<file path="src/rtl/core/mdtl_pkg.sv">
// Shared types and constants for the modular-exponentiation letter decoder.
package mdtl_pkg;

  // Default residue width and register reset values
  localparam int RESIDUE_BITS_DEF = 12;
  localparam int EXPONENT_RESET   = 165;
  localparam int MODULUS_RESET    = 47 * 53;

  // Offset that turns a residue into a letter code
  localparam logic [7:0] LETTER_OFFSET = 8'd96;

  // Configuration register indexes
  localparam int CFG_IDX_W = 2;
  localparam logic [CFG_IDX_W-1:0] CFG_EXPONENT = 2'd0;
  localparam logic [CFG_IDX_W-1:0] CFG_MODULUS  = 2'd1;

  // Sequencer states
  typedef enum logic [1:0] {
    ST_IDLE,
    ST_ROUND,
    ST_HOLD
  } state_t;

  // Control from the sequencer to the modular multiplier
  typedef struct packed {
    logic start;  // begin one multiply-reduce round
    logic wrap;   // modulus is zero: keep low bits instead of reducing
  } mm_ctrl_t;

endpackage

</file>
<file path="src/rtl/core/mdtl_mulmod.sv">
// Bit-serial modular multiplier: one multiplier bit per cycle, MSB first.
module mdtl_mulmod
  import mdtl_pkg::*;
#(
  parameter int RESIDUE_BITS = RESIDUE_BITS_DEF
) (
  input  logic                    clk,
  input  logic                    rst_n,
  input  mm_ctrl_t                ctrl,
  input  logic [RESIDUE_BITS-1:0] mcand,   // held for the whole round
  input  logic [RESIDUE_BITS-1:0] mplier,  // held for the whole round
  input  logic [RESIDUE_BITS-1:0] modulus, // held for the whole round
  output logic                    done,
  output logic [RESIDUE_BITS-1:0] result
);

  localparam int N     = RESIDUE_BITS;
  localparam int IDX_W = $clog2(RESIDUE_BITS);

  logic [N-1:0]     r_r, r_nxt;
  logic [IDX_W-1:0] idx_r;
  logic             busy_r;
  logic             done_r;
  logic             wrap_r;

  logic [N+1:0] addend, t, m1, m2;

  // One step: r = 2r + bit*mcand, then bring back below the modulus (or keep the low N bits in wrap mode)
  always_comb begin
    addend = mplier[idx_r] ? {2'b00, mcand} : '0;
    t      = {1'b0, r_r, 1'b0} + addend;
    m1     = {2'b00, modulus};
    m2     = {1'b0, modulus, 1'b0};
    priority if (wrap_r) begin
      r_nxt = t[N-1:0];
    end else if (t >= m2) begin
      r_nxt = N'(t - m2);
    end else if (t >= m1) begin
      r_nxt = N'(t - m1);
    end else begin
      r_nxt = t[N-1:0];
    end
  end

  // Step sequencing
  always_ff @(posedge clk) begin
    if (!rst_n) begin
      busy_r <= 1'b0;
      done_r <= 1'b0;
      idx_r  <= '0;
      wrap_r <= 1'b0;
    end else begin
      done_r <= 1'b0;
      if (ctrl.start) begin
        busy_r <= 1'b1;
        idx_r  <= IDX_W'(N - 1);
        wrap_r <= ctrl.wrap;
      end else if (busy_r) begin
        if (idx_r == '0) begin
          busy_r <= 1'b0;
          done_r <= 1'b1;
        end else begin
          idx_r <= idx_r - 1'b1;
        end
      end
    end
  end

  // Partial remainder
  always_ff @(posedge clk) begin
    if (ctrl.start) begin
      r_r <= '0;
    end else if (busy_r) begin
      r_r <= r_nxt;
    end
  end

  assign done   = done_r;
  assign result = r_r;

endmodule

</file>
<file path="src/rtl/core/modexp_decrypt_to_letter_unit.sv">
// Each multiply-reduce round runs in the bit-serial modular multiplier, one round per
// exponent count; an exponent of zero runs no round. Items are accepted only in the idle
// state, so a new item starts only once the last result has gone to the output register;
// the output register lets the next item start while a result waits. Synchronous
// active-low reset clears control state and loads exponent 165, modulus 2491.
module modexp_decrypt_to_letter_unit
  import mdtl_pkg::*;
#(
  parameter int RESIDUE_BITS = RESIDUE_BITS_DEF
) (
  input  logic                    clk,
  input  logic                    rst_n,
  // configuration
  input  logic                    cfg_we,
  input  logic [CFG_IDX_W-1:0]    cfg_index,
  input  logic [RESIDUE_BITS-1:0] cfg_wdata,
  // input channel
  input  logic                    in_valid,
  output logic                    in_ready,
  input  logic [RESIDUE_BITS-1:0] in_cipher_value,
  input  logic                    in_last_item,
  // result channel
  output logic                    out_valid,
  input  logic                    out_ready,
  output logic [7:0]              out_plain_char,
  output logic [RESIDUE_BITS-1:0] out_residue,
  output logic                    out_last
);

  localparam int N = RESIDUE_BITS;

  logic [N-1:0] exponent_r, modulus_r;
  logic [N-1:0] held_value_r, acc_r, round_count_r;
  logic         last_r;
  state_t       state_r, state_nxt;

  logic         out_valid_r;
  logic [7:0]   out_char_r;
  logic [N-1:0] out_residue_r;
  logic         out_last_r;

  mm_ctrl_t     mm_ctrl;
  logic         mm_done;
  logic [N-1:0] mm_result;

  logic in_xfer, last_round, exp_zero, load_out;

  assign in_xfer    = in_valid && in_ready;
  assign exp_zero   = (exponent_r == '0);
  assign last_round = ((round_count_r + 1'b1) == exponent_r);

  // Configuration registers
  always_ff @(posedge clk) begin
    if (!rst_n) begin
      exponent_r <= N'(EXPONENT_RESET);
      modulus_r  <= N'(MODULUS_RESET);
    end else if (cfg_we) begin
      unique case (cfg_index)
        CFG_EXPONENT: exponent_r <= cfg_wdata;
        CFG_MODULUS:  modulus_r  <= cfg_wdata;
        default: ;
      endcase
    end
  end

  // Next state
  always_comb begin
    state_nxt = state_r;
    unique case (state_r)
      ST_IDLE: begin
        if (in_valid) state_nxt = exp_zero ? ST_HOLD : ST_ROUND;
      end
      ST_ROUND: begin
        if (mm_done && last_round) state_nxt = ST_HOLD;
      end
      ST_HOLD: begin
        if (!out_valid_r || out_ready) state_nxt = ST_IDLE;
      end
      default: state_nxt = ST_IDLE;
    endcase
  end

  // Sequencer outputs
  always_comb begin
    in_ready      = 1'b0;
    mm_ctrl.start = 1'b0;
    mm_ctrl.wrap  = (modulus_r == '0);
    load_out      = 1'b0;
    unique case (state_r)
      ST_IDLE:  begin
        in_ready      = 1'b1;
        mm_ctrl.start = in_valid && !exp_zero;
      end
      ST_ROUND: mm_ctrl.start = mm_done && !last_round;
      ST_HOLD:  load_out = !out_valid_r || out_ready;
      default: ;
    endcase
  end

  always_ff @(posedge clk) begin
    if (!rst_n) begin
      state_r <= ST_IDLE;
    end else begin
      state_r <= state_nxt;
    end
  end

  // Item state: accumulator, round count, held cipher value
  always_ff @(posedge clk) begin
    if (!rst_n) begin
      acc_r         <= N'(1);
      round_count_r <= '0;
      held_value_r  <= '0;
      last_r        <= 1'b0;
    end else if (in_xfer) begin
      acc_r         <= N'(1);
      round_count_r <= '0;
      held_value_r  <= in_cipher_value;
      last_r        <= in_last_item;
    end else if (state_r == ST_ROUND && mm_done) begin
      acc_r         <= mm_result;
      round_count_r <= round_count_r + 1'b1;
    end
  end

  // Shared multiply-reduce unit
  mdtl_mulmod #(
    .RESIDUE_BITS (RESIDUE_BITS)
  ) u_mulmod (
    .clk     (clk),
    .rst_n   (rst_n),
    .ctrl    (mm_ctrl),
    .mcand   (acc_r),
    .mplier  (held_value_r),
    .modulus (modulus_r),
    .done    (mm_done),
    .result  (mm_result)
  );

  // Output register
  always_ff @(posedge clk) begin
    if (!rst_n) begin
      out_valid_r <= 1'b0;
    end else if (load_out) begin
      out_valid_r <= 1'b1;
    end else if (out_ready) begin
      out_valid_r <= 1'b0;
    end
  end

  always_ff @(posedge clk) begin
    if (load_out) begin
      out_char_r    <= acc_r[7:0] + LETTER_OFFSET;
      out_residue_r <= acc_r;
      out_last_r    <= last_r;
    end
  end

  assign out_valid      = out_valid_r;
  assign out_plain_char = out_char_r;
  assign out_residue    = out_residue_r;
  assign out_last       = out_last_r;

`ifndef NO_ASSERTIONS
  // A round only starts on an accepted item or after a finished round
  a_start_src: assert property (@(posedge clk) disable iff (!rst_n)
    mm_ctrl.start |-> (state_r == ST_IDLE && in_valid) || (state_r == ST_ROUND && mm_done))
    else $error("multiplier started outside a round boundary");

  // Round count stays below the exponent while rounds run
  a_round_bound: assert property (@(posedge clk) disable iff (!rst_n)
    state_r == ST_ROUND |-> round_count_r < exponent_r)
    else $error("round count overran exponent");

  // Multiplier completions only arrive while rounds are running
  a_done_in_round: assert property (@(posedge clk) disable iff (!rst_n)
    mm_done |-> state_r == ST_ROUND)
    else $error("multiplier done outside a round");

  // A finished result waits while the output register is still occupied
  a_hold_wait: assert property (@(posedge clk) disable iff (!rst_n)
    (state_r == ST_HOLD && out_valid_r && !out_ready) |=> state_r == ST_HOLD)
    else $error("result dropped while output register full");
`endif

endmodule
</file>
<file path="config.mk">
export PLATFORM = sky130hd
export DESIGN_NAME = modexp_decrypt_to_letter_unit
export DESIGN_NICKNAME = d
export VERILOG_FILES = /design/src/rtl/core/mdtl_pkg.sv /design/src/rtl/core/mdtl_mulmod.sv /design/src/rtl/core/modexp_decrypt_to_letter_unit.sv
export SDC_FILE = /design/constraint.sdc
export NUM_CORES = 1
export LEC_CHECK = 0
export ABC_CLOCK_PERIOD_IN_PS = 7400
export BUFFER_PORTS_ARGS = -buffer_cell sky130_fd_sc_hd__buf_4
export CORE_MARGIN = 3
export CORE_UTILIZATION = 60
export CTS_CLUSTER_DIAMETER = 60
export DETAILED_ROUTE_END_ITERATION = 8
export PLACE_DENSITY = 0.78
export SYNTH_ARGS = -nofsm -noshare
export SYNTH_HDL_FRONTEND = slang
export SYNTH_SLANG_ARGS = --single-unit
</file>
<file path="constraint.sdc">
create_clock -name clk -period 7.4 [get_ports clk]
set_input_delay 2.22 -clock clk [delete_from_list [all_inputs] [get_ports clk]]
set_output_delay 2.22 -clock clk [all_outputs]
set_load 0.02 [all_outputs]
</file>
### Word-level counts from Yosys, hierarchy flattened

Cells that the tools add are included.

| storage, ports and cells | value |
|---|---|
| register bits after elaboration | 104 |
| input bits | 32 |

| cells by class | value |
|---|---|
| $add $sub $neg | 6 |
| $lt $le $gt $ge | 3 |
| eq/ne operators | 8 |
| multiplexer cells | 23 |
| bitwise gates (word level) | 3 |
| reduce and logical (&&, ||, !) cells | 24 |

Operators with widths:

| cell | count |
|---|---|
| $mux W12 | 4 |
| $logic_not A12 Y1 | 2 |
| $sub A12 B12 Y12 | 2 |
| $add A13 B12 Y14 | 1 |
| $ge A14 B12 Y1 | 1 |
| $ge A14 B13 Y1 | 1 |
| $add A12 B1 Y12 const B | 1 |
| $eq A12 B12 Y1 | 1 |
| $mux W4 | 3 |
| $mux W1 | 9 |
| $add A8 B7 Y8 const B | 1 |
| $mux W2 | 4 |
| $ne A2 B2 Y1 const B | 4 |
| $reduce_and A2 Y1 | 4 |
| $pmux W2 S3 | 1 |
| $logic_and A1 B1 Y1 | 5 |
| $lt A4 B5 Y1 const B | 1 |
| $bmux W1 S4 | 1 |
| $eq A2 B1 Y1 const B | 2 |
| $logic_not A2 Y1 | 2 |
| $logic_not A4 Y1 | 1 |
| $reduce_bool A2 Y1 | 2 |
| $reduce_or A2 Y1 | 2 |
| $sub A4 B1 Y4 const B | 1 |
| 7 further kinds | 11 |

### Logic depth before layout (Yosys ltp)

| logic depth | value |
|---|---|
| word-level depth | 8 |
| gate-level depth with buffers | 22 |

### Modules after synthesis

A second synthesis with hierarchy kept.

| unflattened totals | value |
|---|---|
| cells, all modules | 715 |
| area, all modules | 6152.2 um2 |

Modules (own cells, without submodules):

| module | times used | cells an instance | area each (um2) |
|---|---|---|---|
| modexp_decrypt_to_letter_unit | 1 | 389 | 3464.6 |
| mdtl_mulmod | 1 | 326 | 2687.6 |

### Worst setup path before layout

OpenSTA, ideal clock, no wires.

| timing path | value |
|---|---|
| kind | register to register |
| start point | register u_mulmod.idx_r[0] |
| end point | register u_mulmod.r_r[0], in the netlist u_mulmod.result[0] |
| setup time | 79 ps |
| arrival | 5148 ps |
| path slack | 2172 ps |
| cell stages (with the launch flop) | 20 |
| buffers on the path | 1 |
| clock period less this slack | 5228 ps |
| cell sequence | dfxtp_1 > mux4_2 > a2bb2oi_2 > a32oi_1 > clkbuf_1 > nor2b_1 > ha_1 > a211oi_1 > o21ai_1 > a21o_1 > a21o_1 > o311ai_0 > ha_1 > and3_1 > a211oi_1 > o21ai_1 > a211oi_4 > nand3b_4 > mux2_4 > a211oi_2 |

| between the ends | value |
|---|---|
| longest elaborated chain between the ends | 8 |
| elaborated cells between the ends (all ways) | 11 |
| classes of those cells | add/sub: 3; order compare: 2; mux: 6 |

RTL lines:

| what | line | source |
|---|---|---|
| from (decl) | mdtl_mulmod.sv:21 | `logic [IDX_W-1:0] idx_r;` |
| from (signal assigned) | mdtl_mulmod.sv:56 | `idx_r <= IDX_W'(N - 1);` |
| from (signal assigned) | mdtl_mulmod.sv:63 | `idx_r <= idx_r - 1'b1;` |
| $bmux W1 S4 * | mdtl_mulmod.sv:30 | `addend = mplier[idx_r] ? {2'b00, mcand} : '0;` |
| $mux W1 (not written as such) * | mdtl_mulmod.sv:30 |  |
| $mux W12 * | mdtl_mulmod.sv:30 |  |
| $add A13 B12 Y14 * | mdtl_mulmod.sv:31 | `t = {1'b0, r_r, 1'b0} + addend;` |
| $sub A12 B12 Y12 / $ge A14 B12 Y1 (equally long branches) | mdtl_mulmod.sv:39, mdtl_mulmod.sv:38 |  |
| $mux W12 | mdtl_mulmod.sv:38 | `end else if (t >= m1) begin` |
| $mux W12 | mdtl_mulmod.sv:36 | `end else if (t >= m2) begin` |
| $mux W12 * | mdtl_mulmod.sv:34 | `priority if (wrap_r) begin` |
| to (signal assigned) | mdtl_mulmod.sv:74 | `r_r <= r_nxt;` |
| to (decl) | mdtl_mulmod.sv:20 | `logic [N-1:0] r_r, r_nxt;` |

Mark *: on every way between the ends. The rest lies on a longest branch, timed or not. The select of a mux whose other input is x is not followed.
A chain may end at the register's enable or synchronous reset.

### Final worst setup path

| timing path | value |
|---|---|
| start point | register u_mulmod.idx_r[0] |
| end point | register u_mulmod.r_r[9], in the netlist u_mulmod.result[9] |

Same word-level chain as after synthesis.

==> results.py <==
metrics = {
    "cells_and_area": {
        "mostFrequentLayoutCells": "128 x nand2_1, 83 x dfxtp_1, 68 x a21oi_1",
        "areaGrowthSynthToFinish_pct": 11.06,
        "nNetsFinal": 834,
        "drive_gt1_share_pct": 11.24,
        "layout_commonest_cell": "nand2_1",
        "antennaDiodeCount": 0,
        "fin_area_um2": 6694,
        "nFillCells": 766,
    },
    "timing": {
        "clock_skew_ns": 0.01931,
        "slew_headroom_pct": 34.42,
        "final-hold-violation-count": 0,
        "rsz0062_at_grt": "false",
        "setup-violations-final": 0,
        "worstMarginPinSlew_ns": 0.9827,
        "slew_viol_final": 0,
        "fin_crit_sh_pct": 82.92,
        "fmax_ghz": 0.1630,
        "period_minus_slack_ns": 6.136,
        "tns_ns": 0,
    },
    "placed_design": {
        "portBuffers": 54,
        "gp_congestion": 0.9004,
        "placed_cell_area_um2": 6482,
        "dpl.hpwl_mm": 11.13,
    },
    "drt": {
        "ant_nets": 0,
        "drt_iter0_markers": 325,
        "drc": 0,
        "dr.pass1.iters": 5,
        "routed_wl_mm": 14.51,
        "vias_per_cell": 5.965,
        "drt-wirelength-per-cell_um": 16.23,
        "vias": 5333,
    },
    "worst_hold_path": {
        "hold_class": "register to register",
        "whs_path_depth": 0,
    },
    "die": {
        "die_h_um": 106.2,
        "ios": 55,
        "die-area_um2": 11280,
        "start_util_pct": 63.42,
        "die_w_um": 106.2,
        "placementRows": 35,
        "core_um2": 9503,
    },
    "global_routing": {
        "overflow": 0,
        "grt_max_degree": 32,
        "gr-usage-all-layers_pct": 25.76,
        "antenna_found_initial": 0,
        "grt_pass1_wl_mm": 23.69,
        "grt_pass1_vias": 5027,
    },
    "pwr": {
        "ir_worst_vdd_mv": 0.1206,
        "p_leak_nw": 2.782,
        "p_per_area_nw_per_um2": 233.2,
    },
    "critical_path": {
        "start_kind": "register",
        "end_kind": "register",
        "crit_type": "register to register",
        "cp_max_fo": 18,
        "arrival_ns": 6.45,
        "reg2reg_depth": 21,
        "worstPathRequired_ns": 7.72,
    },
    "logic_synthesis": {
        "synth_cell_types": 64,
        "synth_edf_count": 16,
        "syn-cell-area_um2": 6027,
        "synth_cells": 722,
        "synth-seq-cells": 99,
        "synth_area_per_cell_um2": 8.348,
        "syn-num-nets": 796,
        "yosysWarnings": 0,
        "yosysSeqAreaShare_pct": 35.54,
        "synthFlopType": "dfxtp_1",
        "async_flop_share_pct": 0,
    },
    "clock_tree": {
        "root_buffer": "clkbuf_8",
        "ctsResizeCount": 0,
        "clock_sinks": 99,
        "h-tree-depth": 3,
        "clk-insertion-delay-late_ns": 0.38,
        "clk_path_buf_depth": 2,
        "clk_pin_slew_ns": 0.11,
        "cts_tree": "done",
        "cts_hold_buf": 0,
        "post_cts_buffers": 0,
        "cts_inserted_buffers": 9,
    },
    "outcome": {
        "outcome": "completed",
    },
    "run": {
        "drv_cap": 0,
    },
}
## report_power, final
part | switching, mW | total, mW | internal, mW
Combinational | 0.344 | 0.581 | 0.236
Sequential | 0.0391 | 0.622 | 0.583
Clock | 0.207 | 0.358 | 0.151
## Yosys cell counts, drive strengths merged (3+ instances only)
| cell type | n | area, um2 |
|---|---|---|
| a211oi | 18 | 157.7 |
| a21o | 12 | 90.09 |
| a21oi | 68 | 340.3 |
| a221oi | 4 | 35.03 |
| a31oi | 4 | 25.02 |
| and2 | 7 | 43.79 |
| and3 | 15 | 93.84 |
| and4 | 4 | 35.03 |
| buf | 12 | 70.06 |
| clkbuf | 19 | 71.32 |
| dfxtp | 83 | 1662 |
| edfxtp | 16 | 480.5 |
| fa | 3 | 60.06 |
| ha | 39 | 488.0 |
| inv | 28 | 105.1 |
| mux2i | 6 | 60.06 |
| nand2 | 128 | 480.5 |
| nand2b | 7 | 51.30 |
| nand3 | 13 | 65.06 |
| nand3b | 4 | 42.54 |
| nand4 | 4 | 25.02 |
| nand4b | 3 | 26.28 |
| nor2 | 53 | 198.9 |
| nor2b | 15 | 93.84 |
| nor3 | 9 | 45.04 |
| nor3b | 4 | 30.03 |
| nor4 | 9 | 56.30 |
| o211ai | 11 | 82.58 |
| o21a | 7 | 52.55 |
| o21ai | 22 | 110.1 |
| o21bai | 9 | 67.56 |
| o22ai | 3 | 18.77 |
| o31a | 5 | 43.79 |
| or3 | 3 | 18.77 |
| xnor2 | 29 | 254.0 |
| xor2 | 22 | 192.7 |
## flip-flops by register name, summed over array words and instances, names as in the netlist, 2 cells and up
| name | flops |
|---|---|
| out_residue | 7 |
| state_r | 2 |
| acc_r | 12 |
| u_mulmod.result | 12 |
| held_value_r | 12 |
| out_plain_char | 8 |
| modulus_r | 12 |
| round_count_r | 12 |
| exponent_r | 12 |
| u_mulmod.idx_r | 4 |
## worst paths after layout
path / from / endpoint / slack [ns]
worst min-delay path: last_r / out_last / 0.45
worst max-delay path: u_mulmod.idx_r[0] / u_mulmod.result[9] / 1.26
worst max register to register: u_mulmod.idx_r[0] / u_mulmod.result[9] / 1.26
worst min register to register: last_r / out_last / 0.45
## critical path, stage by stage, from the launching register on
cell,delay (ns)
dfxtp_1,0.47
mux4_2,0.54
a2bb2oi_2,0.14
a32oi_1,0.16
buf_4,0.21
nor2b_1,0.07
ha_1,0.22
fa_1,0.45
a211oi_2,0.30
o21ai_1,0.11
a31oi_1,0.45
o21bai_1,0.12
a21oi_1,0.19
xnor2_1,0.24
ha_1,0.34
and3_1,0.20
a211oi_1,0.27
o21ai_1,0.18
a211oi_4,0.60
nand3b_4,0.22
nor4_1,0.42
o21a_1,0.15
## metrics by stage
step | setup slack, ns | hold WS (ns) | total power, mW | instances | util (%)
after global placement | 1.550 | 0.4190 | 1.182 | 878 | 68.22
after global routing | 0.9574 | 0.4690 | 1.642 | 894 | 70.44
after CTS | 1.384 | 0.4529 | 1.549 | 894 | 70.44
after floorplan | 2.172 | 0.4081 | 1.047 | 722 | -
after detailed placement | 1.452 | 0.4264 | 1.196 | 878 | 68.22
final | 1.264 | 0.4511 | 1.561 | 894 | 70.44
## kinds of logic after synthesis
family          after synthesis  share of synthesized area, %
flops                        99                         35.54
buf+inv                      59                         4.090
mux                           9                         2.055
simple gates                285                         22.65
compound gates              177                         19.16
xor+xnor                     51                         7.411
fa+ha+maj                    42                         9.093
## layer usage
metal | vias to the layer above | part of all wire [%] | GRT usage [%]
li1 | 2623 | - | -
met1 | 2527 | 47 | 34.77
met2 | 164 | 46 | 42.58
met3 | 19 | 5.9 | 4.554
met4 | 0 | 1.1 | 7.031
met5 | - | 0 | 0
## final cells by class
class / count / area (um2) / share of cell area, %
repair buffers: 58 / 435.4 / 6.505
inverters: 28 / 105.1 / 1.570
clock buffers: 10 / 148.9 / 2.224
multi-input cells: 564 / 3638 / 54.36
clock inverters: 6 / 62.56 / 0.9346
flip-flops and latches: 99 / 2142 / 32.00
well taps: 129 / 161.4 / 2.411
No activity file was read; power rests on OpenSTA's default activity.
